File: config.mk
export PLATFORM = sky130hd
export DESIGN_NAME = imu_bias_calibration_gravity_comp_core_flat
export DESIGN_NICKNAME = d
export VERILOG_FILES = /design/src/rtl/imubgc_pkg.sv /design/src/rtl/imubgc_if.sv /design/src/rtl/imu_bias_calibration_gravity_comp_core.sv /design/src/flat_wrapper.sv
export SDC_FILE = /design/constraint.sdc
export NUM_CORES = 2
export LEC_CHECK = 0
export BUFFER_PORTS_ARGS = -buffer_cell sky130_fd_sc_hd__buf_2
export CAP_MARGIN = 20
export CORE_MARGIN = 2
export CORE_UTILIZATION = 43
export DETAILED_ROUTE_END_ITERATION = 12
export PLACE_DENSITY = 0.69
export SLEW_MARGIN = 10
export SYNTH_ARGS = -nofsm -noshare
export SYNTH_HDL_FRONTEND = slang
export SYNTH_SLANG_ARGS = --single-unit
File: constraint.sdc
create_clock -name clk -period 12.49 [get_ports clk]
set_input_delay 2.498 -clock clk [delete_from_list [all_inputs] [get_ports clk]]
set_output_delay 2.498 -clock clk [all_outputs]
set_load 0.02 [all_outputs]
File: src/rtl/imubgc_pkg.sv
// shared constants, types and helpers for the imu gravity compensation core
`timescale 1ns / 1ps
package imubgc_pkg;

  localparam int COUNT_BITS_DEFAULT = 16;
  localparam logic [15:0] CAL_SAMPLES_RESET = 16'd100;

  localparam logic signed [16:0] HALF_TURN    = 17'sd23040;
  localparam logic signed [16:0] FULL_TURN    = 17'sd46080;
  localparam logic signed [16:0] QUARTER_TURN = 17'sd11520;

  // pi / 23040 in units of 2^-32
  localparam logic [19:0] RAD_PER_UNIT_Q32 = 20'd585635;

  localparam int T_W = 36;
  localparam logic signed [T_W-1:0] Q30_ONE = T_W'(64'sd1073741824);

  typedef struct packed {
    logic signed [15:0] ang;
    logic               flip;
  } fold_t;

  // wrap to half a turn, then reflect into a quarter turn
  function automatic fold_t fold_angle(input logic signed [15:0] a);
    logic signed [16:0] w;
    fold_t f;
    w = 17'(a);
    if (w > HALF_TURN) w = w - FULL_TURN;
    if (w < -HALF_TURN) w = w + FULL_TURN;
    f.flip = 1'b0;
    if (w > QUARTER_TURN) begin
      w = HALF_TURN - w;
      f.flip = 1'b1;
    end else if (w < -QUARTER_TURN) begin
      w = -HALF_TURN - w;
      f.flip = 1'b1;
    end
    f.ang = w[15:0];
    return f;
  endfunction

  // horner divisors of the sine and cosine series
  function automatic logic [7:0] series_div(input logic is_cos, input logic [2:0] idx);
    logic [7:0] d;
    d = 8'd1;
    if (is_cos) begin
      case (idx)
        3'd0: d = 8'd182;
        3'd1: d = 8'd132;
        3'd2: d = 8'd90;
        3'd3: d = 8'd56;
        3'd4: d = 8'd30;
        3'd5: d = 8'd12;
        3'd6: d = 8'd2;
        default: d = 8'd1;
      endcase
    end else begin
      case (idx)
        3'd0: d = 8'd156;
        3'd1: d = 8'd110;
        3'd2: d = 8'd72;
        3'd3: d = 8'd42;
        3'd4: d = 8'd20;
        3'd5: d = 8'd6;
        default: d = 8'd1;
      endcase
    end
    return d;
  endfunction

  function automatic logic signed [23:0] sat24(input logic signed [27:0] v);
    logic signed [23:0] r;
    if (v > 28'sd8388607) r = 24'sh7FFFFF;
    else if (v < -28'sd8388608) r = 24'sh800000;
    else r = v[23:0];
    return r;
  endfunction

  function automatic logic signed [19:0] sat20(input logic signed [21:0] v);
    logic signed [19:0] r;
    if (v > 22'sd524287) r = 20'sh7FFFF;
    else if (v < -22'sd524288) r = 20'sh80000;
    else r = v[19:0];
    return r;
  endfunction

endpackage

File: src/rtl/imubgc_if.sv
// channel interfaces: imu samples in, compensated results out, calibration register write
`timescale 1ns / 1ps
interface imubgc_in_if;
  logic               valid;
  logic               ready;
  logic signed [23:0] accel_x;
  logic signed [23:0] accel_y;
  logic signed [23:0] accel_z;
  logic signed [19:0] raw_yaw_rate;
  logic signed [15:0] roll_angle;
  logic signed [15:0] pitch_angle;
  logic        [31:0] sample_tag;
  modport source (output valid, accel_x, accel_y, accel_z, raw_yaw_rate, roll_angle,
                  pitch_angle, sample_tag, input ready);
  modport sink (input valid, accel_x, accel_y, accel_z, raw_yaw_rate, roll_angle,
                pitch_angle, sample_tag, output ready);
endinterface

interface imubgc_out_if;
  logic               valid;
  logic               ready;
  logic signed [23:0] forward_accel;
  logic signed [19:0] yaw_rate;
  logic        [31:0] out_tag;
  modport source (output valid, forward_accel, yaw_rate, out_tag, input ready);
  modport sink (input valid, forward_accel, yaw_rate, out_tag, output ready);
endinterface

interface imubgc_cfg_if;
  logic        valid;
  logic        ready;
  logic [15:0] calibration_samples;
  modport source (output valid, calibration_samples, input ready);
  modport sink (input valid, calibration_samples, output ready);
endinterface

File: src/rtl/imu_bias_calibration_gravity_comp_core.sv
// imu gravity compensation with static bias calibration: sequencer and serial arithmetic units
// Usage:
// sample_in carries one imu sample per transaction (three accelerations, yaw rate, roll,
// pitch, tag). cfg writes the calibration sample count; write it only while the core is idle.
// The first calibration_samples samples (0 counts as 1) are averaged into gravity magnitude,
// y-axis bias and yaw rate bias and give no result. Each later sample gives one transaction
// on result_out: forward acceleration and yaw rate, both corrected and saturated, with the tag.
// One sample at a time is in flight. All arithmetic runs through a shared bit-serial
// multiplier, a bit-serial restoring divider and a two-bit-a-step square root, so the
// sample time is set by those units: roughly 20 products and 13 divisions per sample;
// the closing calibration sample adds three divisions and one product.
// A finished result sits in the output register; a new sample is taken while it waits, and
// the next result waits in the sequencer until the register frees, stalling sample_in.
// Synchronous reset clears the calibration state and restores the sample count to 100.
`timescale 1ns / 1ps
module imu_bias_calibration_gravity_comp_core
  import imubgc_pkg::*;
#(
  parameter int COUNT_BITS = COUNT_BITS_DEFAULT
) (
  input  logic         clk,
  input  logic         rst,
  imubgc_in_if.sink    sample_in,
  imubgc_out_if.source result_out,
  imubgc_cfg_if.sink   cfg
);

  localparam int MUL_W = (COUNT_BITS + 20 > 36) ? COUNT_BITS + 20 : 36;
  localparam int PW    = 2 * MUL_W + 1;
  localparam int NUM_W = COUNT_BITS + 44;
  localparam int DEN_W = COUNT_BITS + 16;
  localparam int NS_W  = COUNT_BITS + 25;
  localparam int AS_W  = COUNT_BITS + 24;
  localparam int US_W  = COUNT_BITS + 18;
  localparam int RS_W  = COUNT_BITS + 20;
  localparam int CMP_W = (COUNT_BITS > 16) ? COUNT_BITS + 1 : 17;
  localparam int SQ_W  = 50;
  localparam int MC_W  = $clog2(MUL_W + 1);
  localparam int DC_W  = $clog2(NUM_W + 2);
  localparam logic [COUNT_BITS-1:0] COUNT_LIMIT = {COUNT_BITS{1'b1}};
  localparam logic signed [NUM_W+1:0] BIAS_MAX = (NUM_W+2)'(64'sd16777215);
  localparam logic signed [NUM_W+1:0] BIAS_MIN = -(NUM_W+2)'(64'sd16777216);

  typedef enum logic [4:0] {
    S_IDLE, S_X, S_XW, S_X2, S_X2W, S_TM, S_TMW, S_TD, S_FIN, S_SW, S_U, S_UW,
    S_GY, S_GYW, S_SQ, S_SQW, S_RT, S_RTW, S_G, S_GW, S_R, S_RW, S_B, S_BW, S_BD, S_EMIT
  } state_t;

  // signed shift right by k with rounding to nearest, ties away from zero
  function automatic logic signed [PW-1:0] rshr(input logic signed [PW-1:0] v, input int k);
    logic [PW-1:0] m;
    logic [PW-1:0] half;
    m = v[PW-1] ? PW'(-v) : PW'(v);
    half = (PW'(1) << k) >> 1;
    m = (m + half) >> k;
    return v[PW-1] ? -$signed(m) : $signed(m);
  endfunction

  state_t state;

  logic [15:0] cal_samples;
  logic        calibrated;
  logic [COUNT_BITS-1:0] sample_count;
  logic [COUNT_BITS-1:0] n_cal;
  logic [NS_W-1:0]          norm_sum;
  logic signed [AS_W-1:0]   axis_sum_y;
  logic signed [US_W-1:0]   unit_sum_y;
  logic signed [RS_W-1:0]   rate_sum;
  logic signed [24:0]       gravity_mag;
  logic signed [24:0]       axis_bias_y;
  logic signed [20:0]       rate_bias;

  // latched sample
  logic signed [23:0] ax [3];
  logic signed [19:0] rate;
  logic signed [15:0] roll;
  logic signed [15:0] pitch;
  logic [31:0]        tag;

  logic               trig_cos;
  logic [2:0]         idx;
  logic signed [33:0] x;
  logic signed [33:0] x2;
  logic signed [T_W-1:0] t;
  logic signed [17:0] sr;
  logic signed [17:0] cp;
  logic signed [17:0] u1;
  logic signed [25:0] gy;
  logic [SQ_W-1:0]    sq;

  fold_t fold_cur;
  assign fold_cur = fold_angle(trig_cos ? pitch : roll);

  // serial multiplier
  logic                     mul_go;
  logic signed [MUL_W-1:0]  mul_a, mul_b;
  logic                     m_busy;
  logic [2*MUL_W-1:0]       m_acc, m_a;
  logic [MUL_W-1:0]         m_b;
  logic                     m_neg;
  logic [MC_W-1:0]          m_cnt;
  logic signed [PW-1:0]     mul_p;

  always_ff @(posedge clk) begin
    if (rst) begin
      m_busy <= 1'b0;
    end else if (mul_go) begin
      m_busy <= 1'b1;
      m_acc  <= '0;
      m_a    <= (2*MUL_W)'(mul_a[MUL_W-1] ? MUL_W'(-mul_a) : MUL_W'(mul_a));
      m_b    <= mul_b[MUL_W-1] ? MUL_W'(-mul_b) : MUL_W'(mul_b);
      m_neg  <= mul_a[MUL_W-1] ^ mul_b[MUL_W-1];
      m_cnt  <= MC_W'(MUL_W);
    end else if (m_busy) begin
      if (m_b[0]) m_acc <= m_acc + m_a;
      m_a   <= m_a << 1;
      m_b   <= m_b >> 1;
      m_cnt <= m_cnt - 1'b1;
      if (m_cnt == MC_W'(1)) m_busy <= 1'b0;
    end
  end

  assign mul_p = m_neg ? -$signed({1'b0, m_acc}) : $signed({1'b0, m_acc});

  // serial restoring divider, quotient rounded to nearest
  logic                     div_go;
  logic signed [NUM_W-1:0]  d_num;
  logic [DEN_W-1:0]         d_den;
  logic                     d_busy;
  logic [NUM_W:0]           d_q;
  logic [DEN_W-1:0]         d_rem, d_dv;
  logic                     d_neg;
  logic [DC_W-1:0]          d_cnt;
  logic [DEN_W:0]           d_sh;
  logic [DEN_W+1:0]         d_diff;
  logic signed [NUM_W+1:0]  d_res;

  assign d_sh   = {d_rem, d_q[NUM_W]};
  assign d_diff = {1'b0, d_sh} - {2'b00, d_dv};

  always_ff @(posedge clk) begin
    if (rst) begin
      d_busy <= 1'b0;
    end else if (div_go) begin
      d_busy <= 1'b1;
      d_q    <= (NUM_W+1)'(d_num[NUM_W-1] ? NUM_W'(-d_num) : NUM_W'(d_num))
                + (NUM_W+1)'(d_den >> 1);
      d_rem  <= '0;
      d_dv   <= d_den;
      d_neg  <= d_num[NUM_W-1];
      d_cnt  <= DC_W'(NUM_W + 1);
    end else if (d_busy) begin
      d_rem <= d_diff[DEN_W+1] ? d_sh[DEN_W-1:0] : d_diff[DEN_W-1:0];
      d_q   <= {d_q[NUM_W-1:0], ~d_diff[DEN_W+1]};
      d_cnt <= d_cnt - 1'b1;
      if (d_cnt == DC_W'(1)) d_busy <= 1'b0;
    end
  end

  assign d_res = d_neg ? -$signed({1'b0, d_q}) : $signed({1'b0, d_q});

  // square root, two bits of the radicand per step
  logic            sqrt_go;
  logic            s_busy;
  logic [SQ_W-1:0] s_rem, s_r, s_bit;
  logic [24:0]     norm;

  always_ff @(posedge clk) begin
    if (rst) begin
      s_busy <= 1'b0;
    end else if (sqrt_go) begin
      s_busy <= 1'b1;
      s_rem  <= sq;
      s_r    <= '0;
      s_bit  <= SQ_W'(1) << 48;
    end else if (s_busy) begin
      if (s_rem >= s_r + s_bit) begin
        s_rem <= s_rem - (s_r + s_bit);
        s_r   <= (s_r >> 1) + s_bit;
      end else begin
        s_r <= s_r >> 1;
      end
      s_bit <= s_bit >> 2;
      if (s_bit == SQ_W'(1)) s_busy <= 1'b0;
    end
  end

  assign norm = (s_rem > s_r) ? 25'(s_r + 1'b1) : 25'(s_r);

  // operand selection for the serial units
  always_comb begin
    mul_go  = 1'b0;
    mul_a   = '0;
    mul_b   = '0;
    div_go  = 1'b0;
    d_num   = '0;
    d_den   = '0;
    sqrt_go = 1'b0;
    case (state)
      S_X: begin
        mul_go = 1'b1;
        mul_a  = MUL_W'(fold_cur.ang);
        mul_b  = MUL_W'($signed({1'b0, RAD_PER_UNIT_Q32}));
      end
      S_X2: begin
        mul_go = 1'b1;
        mul_a  = MUL_W'(x);
        mul_b  = MUL_W'(x);
      end
      S_TM: begin
        mul_go = 1'b1;
        mul_a  = MUL_W'(x2);
        mul_b  = MUL_W'(t);
      end
      S_TMW: begin
        div_go = !m_busy;
        d_num  = NUM_W'(rshr(mul_p, 30));
        d_den  = DEN_W'(series_div(trig_cos, idx));
      end
      S_FIN: begin
        mul_go = !trig_cos;
        mul_a  = MUL_W'(x);
        mul_b  = MUL_W'(t);
      end
      S_U: begin
        mul_go = 1'b1;
        mul_a  = MUL_W'(sr);
        mul_b  = MUL_W'(cp);
      end
      S_GY: begin
        mul_go = 1'b1;
        mul_a  = MUL_W'(gravity_mag);
        mul_b  = MUL_W'(u1);
      end
      S_SQ: begin
        mul_go = 1'b1;
        mul_a  = MUL_W'(ax[idx[1:0]]);
        mul_b  = MUL_W'(ax[idx[1:0]]);
      end
      S_RT: sqrt_go = 1'b1;
      S_G: begin
        div_go = 1'b1;
        d_num  = NUM_W'($signed({1'b0, norm_sum}));
        d_den  = DEN_W'(n_cal);
      end
      S_R: begin
        div_go = 1'b1;
        d_num  = NUM_W'(rate_sum);
        d_den  = DEN_W'(n_cal);
      end
      S_B: begin
        mul_go = 1'b1;
        mul_a  = MUL_W'(gravity_mag);
        mul_b  = MUL_W'(unit_sum_y);
      end
      S_BW: begin
        div_go = !m_busy;
        d_num  = (NUM_W'(axis_sum_y) <<< 16) - NUM_W'(mul_p);
        d_den  = {n_cal, 16'd0};
      end
      default: ;
    endcase
  end

  logic [CMP_W-1:0]      cnt_next;
  logic [CMP_W-1:0]      target;
  logic signed [27:0]    fwd_sum;
  logic signed [21:0]    yaw_sum;
  logic                  out_free;

  assign target   = (cal_samples == 16'd0) ? CMP_W'(1) : CMP_W'(cal_samples);
  assign cnt_next = (sample_count < COUNT_LIMIT) ? CMP_W'(sample_count) + 1'b1
                                                 : CMP_W'(sample_count);
  assign fwd_sum  = -(28'(ax[1]) - 28'(gy) - 28'(axis_bias_y));
  assign yaw_sum  = 22'(rate) - 22'(rate_bias);
  assign out_free = !result_out.valid || result_out.ready;

  assign sample_in.ready = (state == S_IDLE);
  assign cfg.ready       = 1'b1;

  always_ff @(posedge clk) begin
    if (rst) begin
      cal_samples <= CAL_SAMPLES_RESET;
    end else if (cfg.valid) begin
      cal_samples <= cfg.calibration_samples;
    end
  end

  always_ff @(posedge clk) begin
    if (rst) begin
      state            <= S_IDLE;
      calibrated       <= 1'b0;
      sample_count     <= '0;
      norm_sum         <= '0;
      axis_sum_y       <= '0;
      unit_sum_y       <= '0;
      rate_sum         <= '0;
      gravity_mag      <= '0;
      axis_bias_y      <= '0;
      rate_bias        <= '0;
      result_out.valid <= 1'b0;
    end else begin
      // a result issued this cycle refills the register itself
      if (result_out.valid && result_out.ready && state != S_EMIT) result_out.valid <= 1'b0;
      case (state)
        S_IDLE: begin
          if (sample_in.valid) begin
            ax[0]    <= sample_in.accel_x;
            ax[1]    <= sample_in.accel_y;
            ax[2]    <= sample_in.accel_z;
            rate     <= sample_in.raw_yaw_rate;
            roll     <= sample_in.roll_angle;
            pitch    <= sample_in.pitch_angle;
            tag      <= sample_in.sample_tag;
            trig_cos <= 1'b0;
            state    <= S_X;
          end
        end
        S_X: state <= S_XW;
        S_XW: begin
          if (!m_busy) begin
            x     <= 34'(rshr(mul_p, 2));
            state <= S_X2;
          end
        end
        S_X2: state <= S_X2W;
        S_X2W: begin
          if (!m_busy) begin
            x2    <= 34'(rshr(mul_p, 30));
            t     <= Q30_ONE;
            idx   <= '0;
            state <= S_TM;
          end
        end
        S_TM: state <= S_TMW;
        S_TMW: if (!m_busy) state <= S_TD;
        S_TD: begin
          if (!d_busy) begin
            t   <= Q30_ONE - T_W'(d_res);
            idx <= idx + 1'b1;
            // sine runs six horner steps, cosine seven
            state <= (idx == (trig_cos ? 3'd6 : 3'd5)) ? S_FIN : S_TM;
          end
        end
        S_FIN: begin
          if (trig_cos) begin
            cp    <= fold_cur.flip ? 18'(-rshr(PW'(t), 14)) : 18'(rshr(PW'(t), 14));
            state <= S_U;
          end else begin
            state <= S_SW;
          end
        end
        S_SW: begin
          if (!m_busy) begin
            sr       <= 18'(rshr(rshr(mul_p, 30), 14));
            trig_cos <= 1'b1;
            state    <= S_X;
          end
        end
        S_U: state <= S_UW;
        S_UW: begin
          if (!m_busy) begin
            u1    <= 18'(rshr(mul_p, 16));
            idx   <= '0;
            sq    <= '0;
            state <= calibrated ? S_GY : S_SQ;
          end
        end
        S_GY: state <= S_GYW;
        S_GYW: begin
          if (!m_busy) begin
            gy    <= 26'(rshr(mul_p, 16));
            state <= S_EMIT;
          end
        end
        S_SQ: state <= S_SQW;
        S_SQW: begin
          if (!m_busy) begin
            sq    <= sq + SQ_W'(mul_p);
            idx   <= idx + 1'b1;
            state <= (idx == 3'd2) ? S_RT : S_SQ;
          end
        end
        S_RT: state <= S_RTW;
        S_RTW: begin
          if (!s_busy) begin
            norm_sum     <= norm_sum + NS_W'(norm);
            axis_sum_y   <= axis_sum_y + AS_W'(ax[1]);
            unit_sum_y   <= unit_sum_y + US_W'(u1);
            rate_sum     <= rate_sum + RS_W'(rate);
            sample_count <= COUNT_BITS'(cnt_next);
            n_cal        <= COUNT_BITS'(cnt_next);
            if (cnt_next < target && cnt_next < CMP_W'(COUNT_LIMIT)) state <= S_IDLE;
            else state <= S_G;
          end
        end
        S_G: state <= S_GW;
        S_GW: begin
          if (!d_busy) begin
            gravity_mag <= 25'(d_res);
            state       <= S_R;
          end
        end
        S_R: state <= S_RW;
        S_RW: begin
          if (!d_busy) begin
            rate_bias <= 21'(d_res);
            state     <= S_B;
          end
        end
        S_B: state <= S_BW;
        S_BW: if (!m_busy) state <= S_BD;
        S_BD: begin
          if (!d_busy) begin
            if (d_res > BIAS_MAX) axis_bias_y <= 25'sh0FFFFFF;
            else if (d_res < BIAS_MIN) axis_bias_y <= 25'sh1000000;
            else axis_bias_y <= 25'(d_res);
            calibrated <= 1'b1;
            state      <= S_IDLE;
          end
        end
        S_EMIT: begin
          if (out_free) begin
            result_out.valid         <= 1'b1;
            result_out.forward_accel <= sat24(fwd_sum);
            result_out.yaw_rate      <= sat20(yaw_sum);
            result_out.out_tag       <= tag;
            state                    <= S_IDLE;
          end
        end
        default: state <= S_IDLE;
      endcase
    end
  end

`ifndef SYNTHESIS
  // no result transaction may appear before calibration has finished
  a_no_result_uncal: assert property (@(posedge clk) disable iff (rst)
    $rose(result_out.valid) |-> calibrated)
    else $error("result produced before calibration");

  // the sequencer never runs two serial units at once
  a_one_unit: assert property (@(posedge clk) disable iff (rst)
    !(m_busy && d_busy) && !(m_busy && s_busy) && !(d_busy && s_busy))
    else $error("serial units overlap");

  // no sample taken while arithmetic is in flight
  a_busy_stall: assert property (@(posedge clk) disable iff (rst)
    (m_busy || d_busy || s_busy) |-> !sample_in.ready)
    else $error("sample accepted while busy");

  // once calibrated, the sample count is frozen until reset
  a_count_frozen: assert property (@(posedge clk) disable iff (rst)
    calibrated |=> $stable(sample_count) && calibrated)
    else $error("calibration state changed after calibration");
`endif

endmodule
File: src/flat_wrapper.sv
// flat-port wrapper written by rule: the top's interface ports become plain ports
module imu_bias_calibration_gravity_comp_core_flat import imubgc_pkg::*;
#(
  parameter int COUNT_BITS = COUNT_BITS_DEFAULT
)
  (clk, rst, sample_in_valid, sample_in_accel_x, sample_in_accel_y, sample_in_accel_z, sample_in_raw_yaw_rate, sample_in_roll_angle, sample_in_pitch_angle, sample_in_sample_tag, sample_in_ready, result_out_valid, result_out_forward_accel, result_out_yaw_rate, result_out_out_tag, result_out_ready, cfg_valid, cfg_calibration_samples, cfg_ready);
  imubgc_in_if sample_in_i ();
  imubgc_out_if result_out_i ();
  imubgc_cfg_if cfg_i ();
  input  logic clk;
  input  logic rst;
  input wire logic [$bits(sample_in_i.valid)-1:0] sample_in_valid;
  input wire logic [$bits(sample_in_i.accel_x)-1:0] sample_in_accel_x;
  input wire logic [$bits(sample_in_i.accel_y)-1:0] sample_in_accel_y;
  input wire logic [$bits(sample_in_i.accel_z)-1:0] sample_in_accel_z;
  input wire logic [$bits(sample_in_i.raw_yaw_rate)-1:0] sample_in_raw_yaw_rate;
  input wire logic [$bits(sample_in_i.roll_angle)-1:0] sample_in_roll_angle;
  input wire logic [$bits(sample_in_i.pitch_angle)-1:0] sample_in_pitch_angle;
  input wire logic [$bits(sample_in_i.sample_tag)-1:0] sample_in_sample_tag;
  output wire logic [$bits(sample_in_i.ready)-1:0] sample_in_ready;
  output wire logic [$bits(result_out_i.valid)-1:0] result_out_valid;
  output wire logic [$bits(result_out_i.forward_accel)-1:0] result_out_forward_accel;
  output wire logic [$bits(result_out_i.yaw_rate)-1:0] result_out_yaw_rate;
  output wire logic [$bits(result_out_i.out_tag)-1:0] result_out_out_tag;
  input wire logic [$bits(result_out_i.ready)-1:0] result_out_ready;
  input wire logic [$bits(cfg_i.valid)-1:0] cfg_valid;
  input wire logic [$bits(cfg_i.calibration_samples)-1:0] cfg_calibration_samples;
  output wire logic [$bits(cfg_i.ready)-1:0] cfg_ready;
  assign sample_in_i.valid = sample_in_valid;
  assign sample_in_i.accel_x = sample_in_accel_x;
  assign sample_in_i.accel_y = sample_in_accel_y;
  assign sample_in_i.accel_z = sample_in_accel_z;
  assign sample_in_i.raw_yaw_rate = sample_in_raw_yaw_rate;
  assign sample_in_i.roll_angle = sample_in_roll_angle;
  assign sample_in_i.pitch_angle = sample_in_pitch_angle;
  assign sample_in_i.sample_tag = sample_in_sample_tag;
  assign sample_in_ready = sample_in_i.ready;
  assign result_out_valid = result_out_i.valid;
  assign result_out_forward_accel = result_out_i.forward_accel;
  assign result_out_yaw_rate = result_out_i.yaw_rate;
  assign result_out_out_tag = result_out_i.out_tag;
  assign result_out_i.ready = result_out_ready;
  assign cfg_i.valid = cfg_valid;
  assign cfg_i.calibration_samples = cfg_calibration_samples;
  assign cfg_ready = cfg_i.ready;
  imu_bias_calibration_gravity_comp_core #(.COUNT_BITS(COUNT_BITS)) u_core (.clk(clk), .rst(rst), .sample_in(sample_in_i), .result_out(result_out_i), .cfg(cfg_i));
endmodule
==> results.tsv <==
metric	value	unit
grt_pass1_vias	77700	
start_util	43.1	%
hold_violations	0	
antenna_found_initial	13	
cp_common_cell	o21bai_1	
worst_pin_slew	1280	ps
gp_congestion	1.06	
root_buffer	clkbuf_16	
path_buf_inv	5	
critical_path.max_fanout	8	
grt-ovfl-total	0	
synthArstFlopShare	0	%
maxCapViolations	0	
cp.required	13060	ps
fp-row-count	170	
totalWireLength	347000	um
clock_sinks	1196	
crit_slowest_cell	or4_1	
cts-buffers-inserted	141	
synth_cells	10400	
ant_nets	0	
fin_skew	72.5	ps
synth-main-ff-cell	edfxtp_1	
synth_area_per_cell	8.86	sq um
die_height	468	um
postLayoutCoreUtil	48.2	%
path_class	reg2reg	
crit_path_max_incr_delay	740	ps
peakVddDrop	164	uV
synth_edf_count	930	
yosys.cell_types.count	128	
drive_gt1_share	10.5	%
core	214000	sq um
synth_fp_nets	11300	
rr_endpoint	u_core.d_q[58]$_DFFE_PP_	
fillers	20000	
synthToLayoutAreaGrowth	11.7	%
p_per_area	240	nW/um^2
synth_warnings	0	
relSlewSlack	14.3	%
dieArea	219000	sq um
dp.final_hpwl	275000	um
setup_viol	0	
hold_buffers	0	
min_path_cells	0	
wl_per_cell	25.3	um
leakage	39.7	nW
grt_usage	30.8	%
rrSetupSlack	740	ps
reg2reg_depth	51	
period_share	94.1	%
htreeDepth	4	
clk_pin_slew_worst_paths	60	ps
ys_seq_area_share	36.0	%
period_needed	11750	ps
drtIter0Drc	9422	
cts_tree	yes	
portBuffers	254	
hp-class	reg2reg	
synthesis.area	92400	sq um
grt_first_pass_wirelength	506000	um
fp.dieW	468	um
vias_per_cell	6.07	
clk_latency	860	ps
ios	256	
cp-start-kind	flip-flop	
drc_errors	0	
ys_seq_elements	1196	
status	completed	
dr.pass1.iters	10	
via_count	83200	
cp_top_family	simple AND/OR/NAND/NOR gates	
cp-end-kind	flip-flop	
min_from	u_core.tag[2]$_DFFE_PP_	
reg2reg_from	u_core.m_acc[44]$_SDFFCE_PP0P_	
hold_end	u_core.result_out.out_tag[2]$_DFFE_PP_	
arrival	12330	ps
ctsLongestPathBuffers	3	
grt_start_max_net_pins	97	
hold_ws	414	ps
clock.fmax	85.1	MHz
drv_slew	0	
nets	11600	
area by class of cell:
type	count	area (sq um)	share of cell area [%]
Multi-Input combinational cell	8195	55500	53.8
Sequential cell	1196	33300	32.2
Timing Repair Buffer	603	3920	3.79
Clock buffer	175	3730	3.61
Tap cell	2838	3550	3.44
Inverter	588	2210	2.14
Clock inverter	87	1060	1.02
Antenna cell	11	27.5	0.0267
cells by family after synthesis:
family	share of synthesized area [%]
adders and majority gates	9.07
AOI/OAI and AO/OA	18.6
muxes	1.12
xor gates and xnor gates	11.7
buffers and inverters	4.34
DFF	36.0
other	0.00406
and+or+nand+nor	19.2
flip-flops by register name (all words and copies together), names as in the netlist, 40 cells and up, named ones only:
signal	cells
u_core.ax	72
u_core.axis_sum_y	40
u_core.d_q	61
u_core.m_a	72
u_core.m_acc	72
u_core.norm_sum	41
u_core.s_r	50
u_core.s_rem	50
u_core.sq	50
routing by layer:
metal  track usage [%]  up-vias  part of all wire [%]
met4              18.4       10                   7.0
li1                  -    38400                     -
met3              5.95      754                   8.9
met2              47.2     3797                    44
met1              40.1    40200                    40
met5                 0        -                 0.019
cell usage after synthesis (95+ instances only):
library cell,count,area (sq um)
nand2_1,991,3720
nor2_1,955,3580
edfxtp_1,930,27900
a21oi_1,867,4340
xnor2_1,761,6670
ha_1,612,7660
inv_1,576,2160
o21ai_0,494,2470
xor2_1,433,3790
clkbuf_1,356,1340
nand3_1,281,1410
dfxtp_1,266,5330
nor3_1,233,1170
and2_1,190,1190
a21o_1,145,1090
a211oi_1,135,1010
a31oi_1,132,826
nand4_1,131,820
o21bai_1,113,848
nor2b_1,105,657
and3_1,103,644
or3_1,101,632
nor4_1,96,601
nand2b_1,95,594
placed cells by master, fill, tap and decap left out, types with 100 or more instances in the layout:
cell type,count
dfxtp_1,264
a211oi_1,133
and2_1,190
buf_4,346
xor2_1,432
a31oi_1,132
xnor2_1,759
nor2_1,942
buf_2,253
o21ai_0,488
nand4_1,131
o21bai_1,113
nor3_1,221
a21oi_1,862
inv_1,574
or3_1,100
edfxtp_1,930
nand3_1,280
a21o_1,145
ha_1,611
nand2_1,991
nor2b_1,105
clkbuf_16,142
per-stage QoR:
step                      std cells  instance area, sq um  total power [mW]  setup TNS [ps]  setup slack (ps)
after global placement        13400                 98200              19.8               0               433
final                         13700                103000              24.8               0               737
after detailed placement      13400                 98200              20.1               0               217
after floorplan               10400                 92400              15.1               0              4.44
after global routing          13700                103000              26.0           -15.8             -15.8
after CTS                     13700                103000              24.4               0               174
report_power, final:
group,total [mW],internal (mW),switching (mW),leakage (nW)
clock network,4.30,2.44,1.87,2.31
logic,14.3,4.91,9.38,26.8
registers,6.20,5.51,0.691,10.6
total,24.8,12.9,11.9,39.7
what timing repair did:
action                     CTS  global route
gates resized for setup      0            34
hold endpoints to repair     0             0
buffers inserted             0             7
setup endpoints to repair    0            33
worst max-delay path by stage:
stage | startpoint | end | cells past startpoint
3_5_place_dp | u_core.m_acc[1]$_SDFFCE_PP0P_ | u_core.d_q[53]$_DFFE_PP_ | 54
2_1_floorplan | u_core.m_acc[0]$_SDFFCE_PP0P_ | u_core.d_q[51]$_DFFE_PP_ | 62
6_report | u_core.m_acc[44]$_SDFFCE_PP0P_ | u_core.d_q[58]$_DFFE_PP_ | 51
3_3_place_gp | u_core.m_acc[1]$_SDFFCE_PP0P_ | u_core.d_q[51]$_DFFE_PP_ | 54
4_1_cts | u_core.m_acc[1]$_SDFFCE_PP0P_ | u_core.d_q[53]$_DFFE_PP_ | 54
5_1_grt | u_core.m_acc[1]$_SDFFCE_PP0P_ | u_core.d_q[58]$_DFFE_PP_ | 57
No activity file was read; power rests on OpenSTA's default activity.
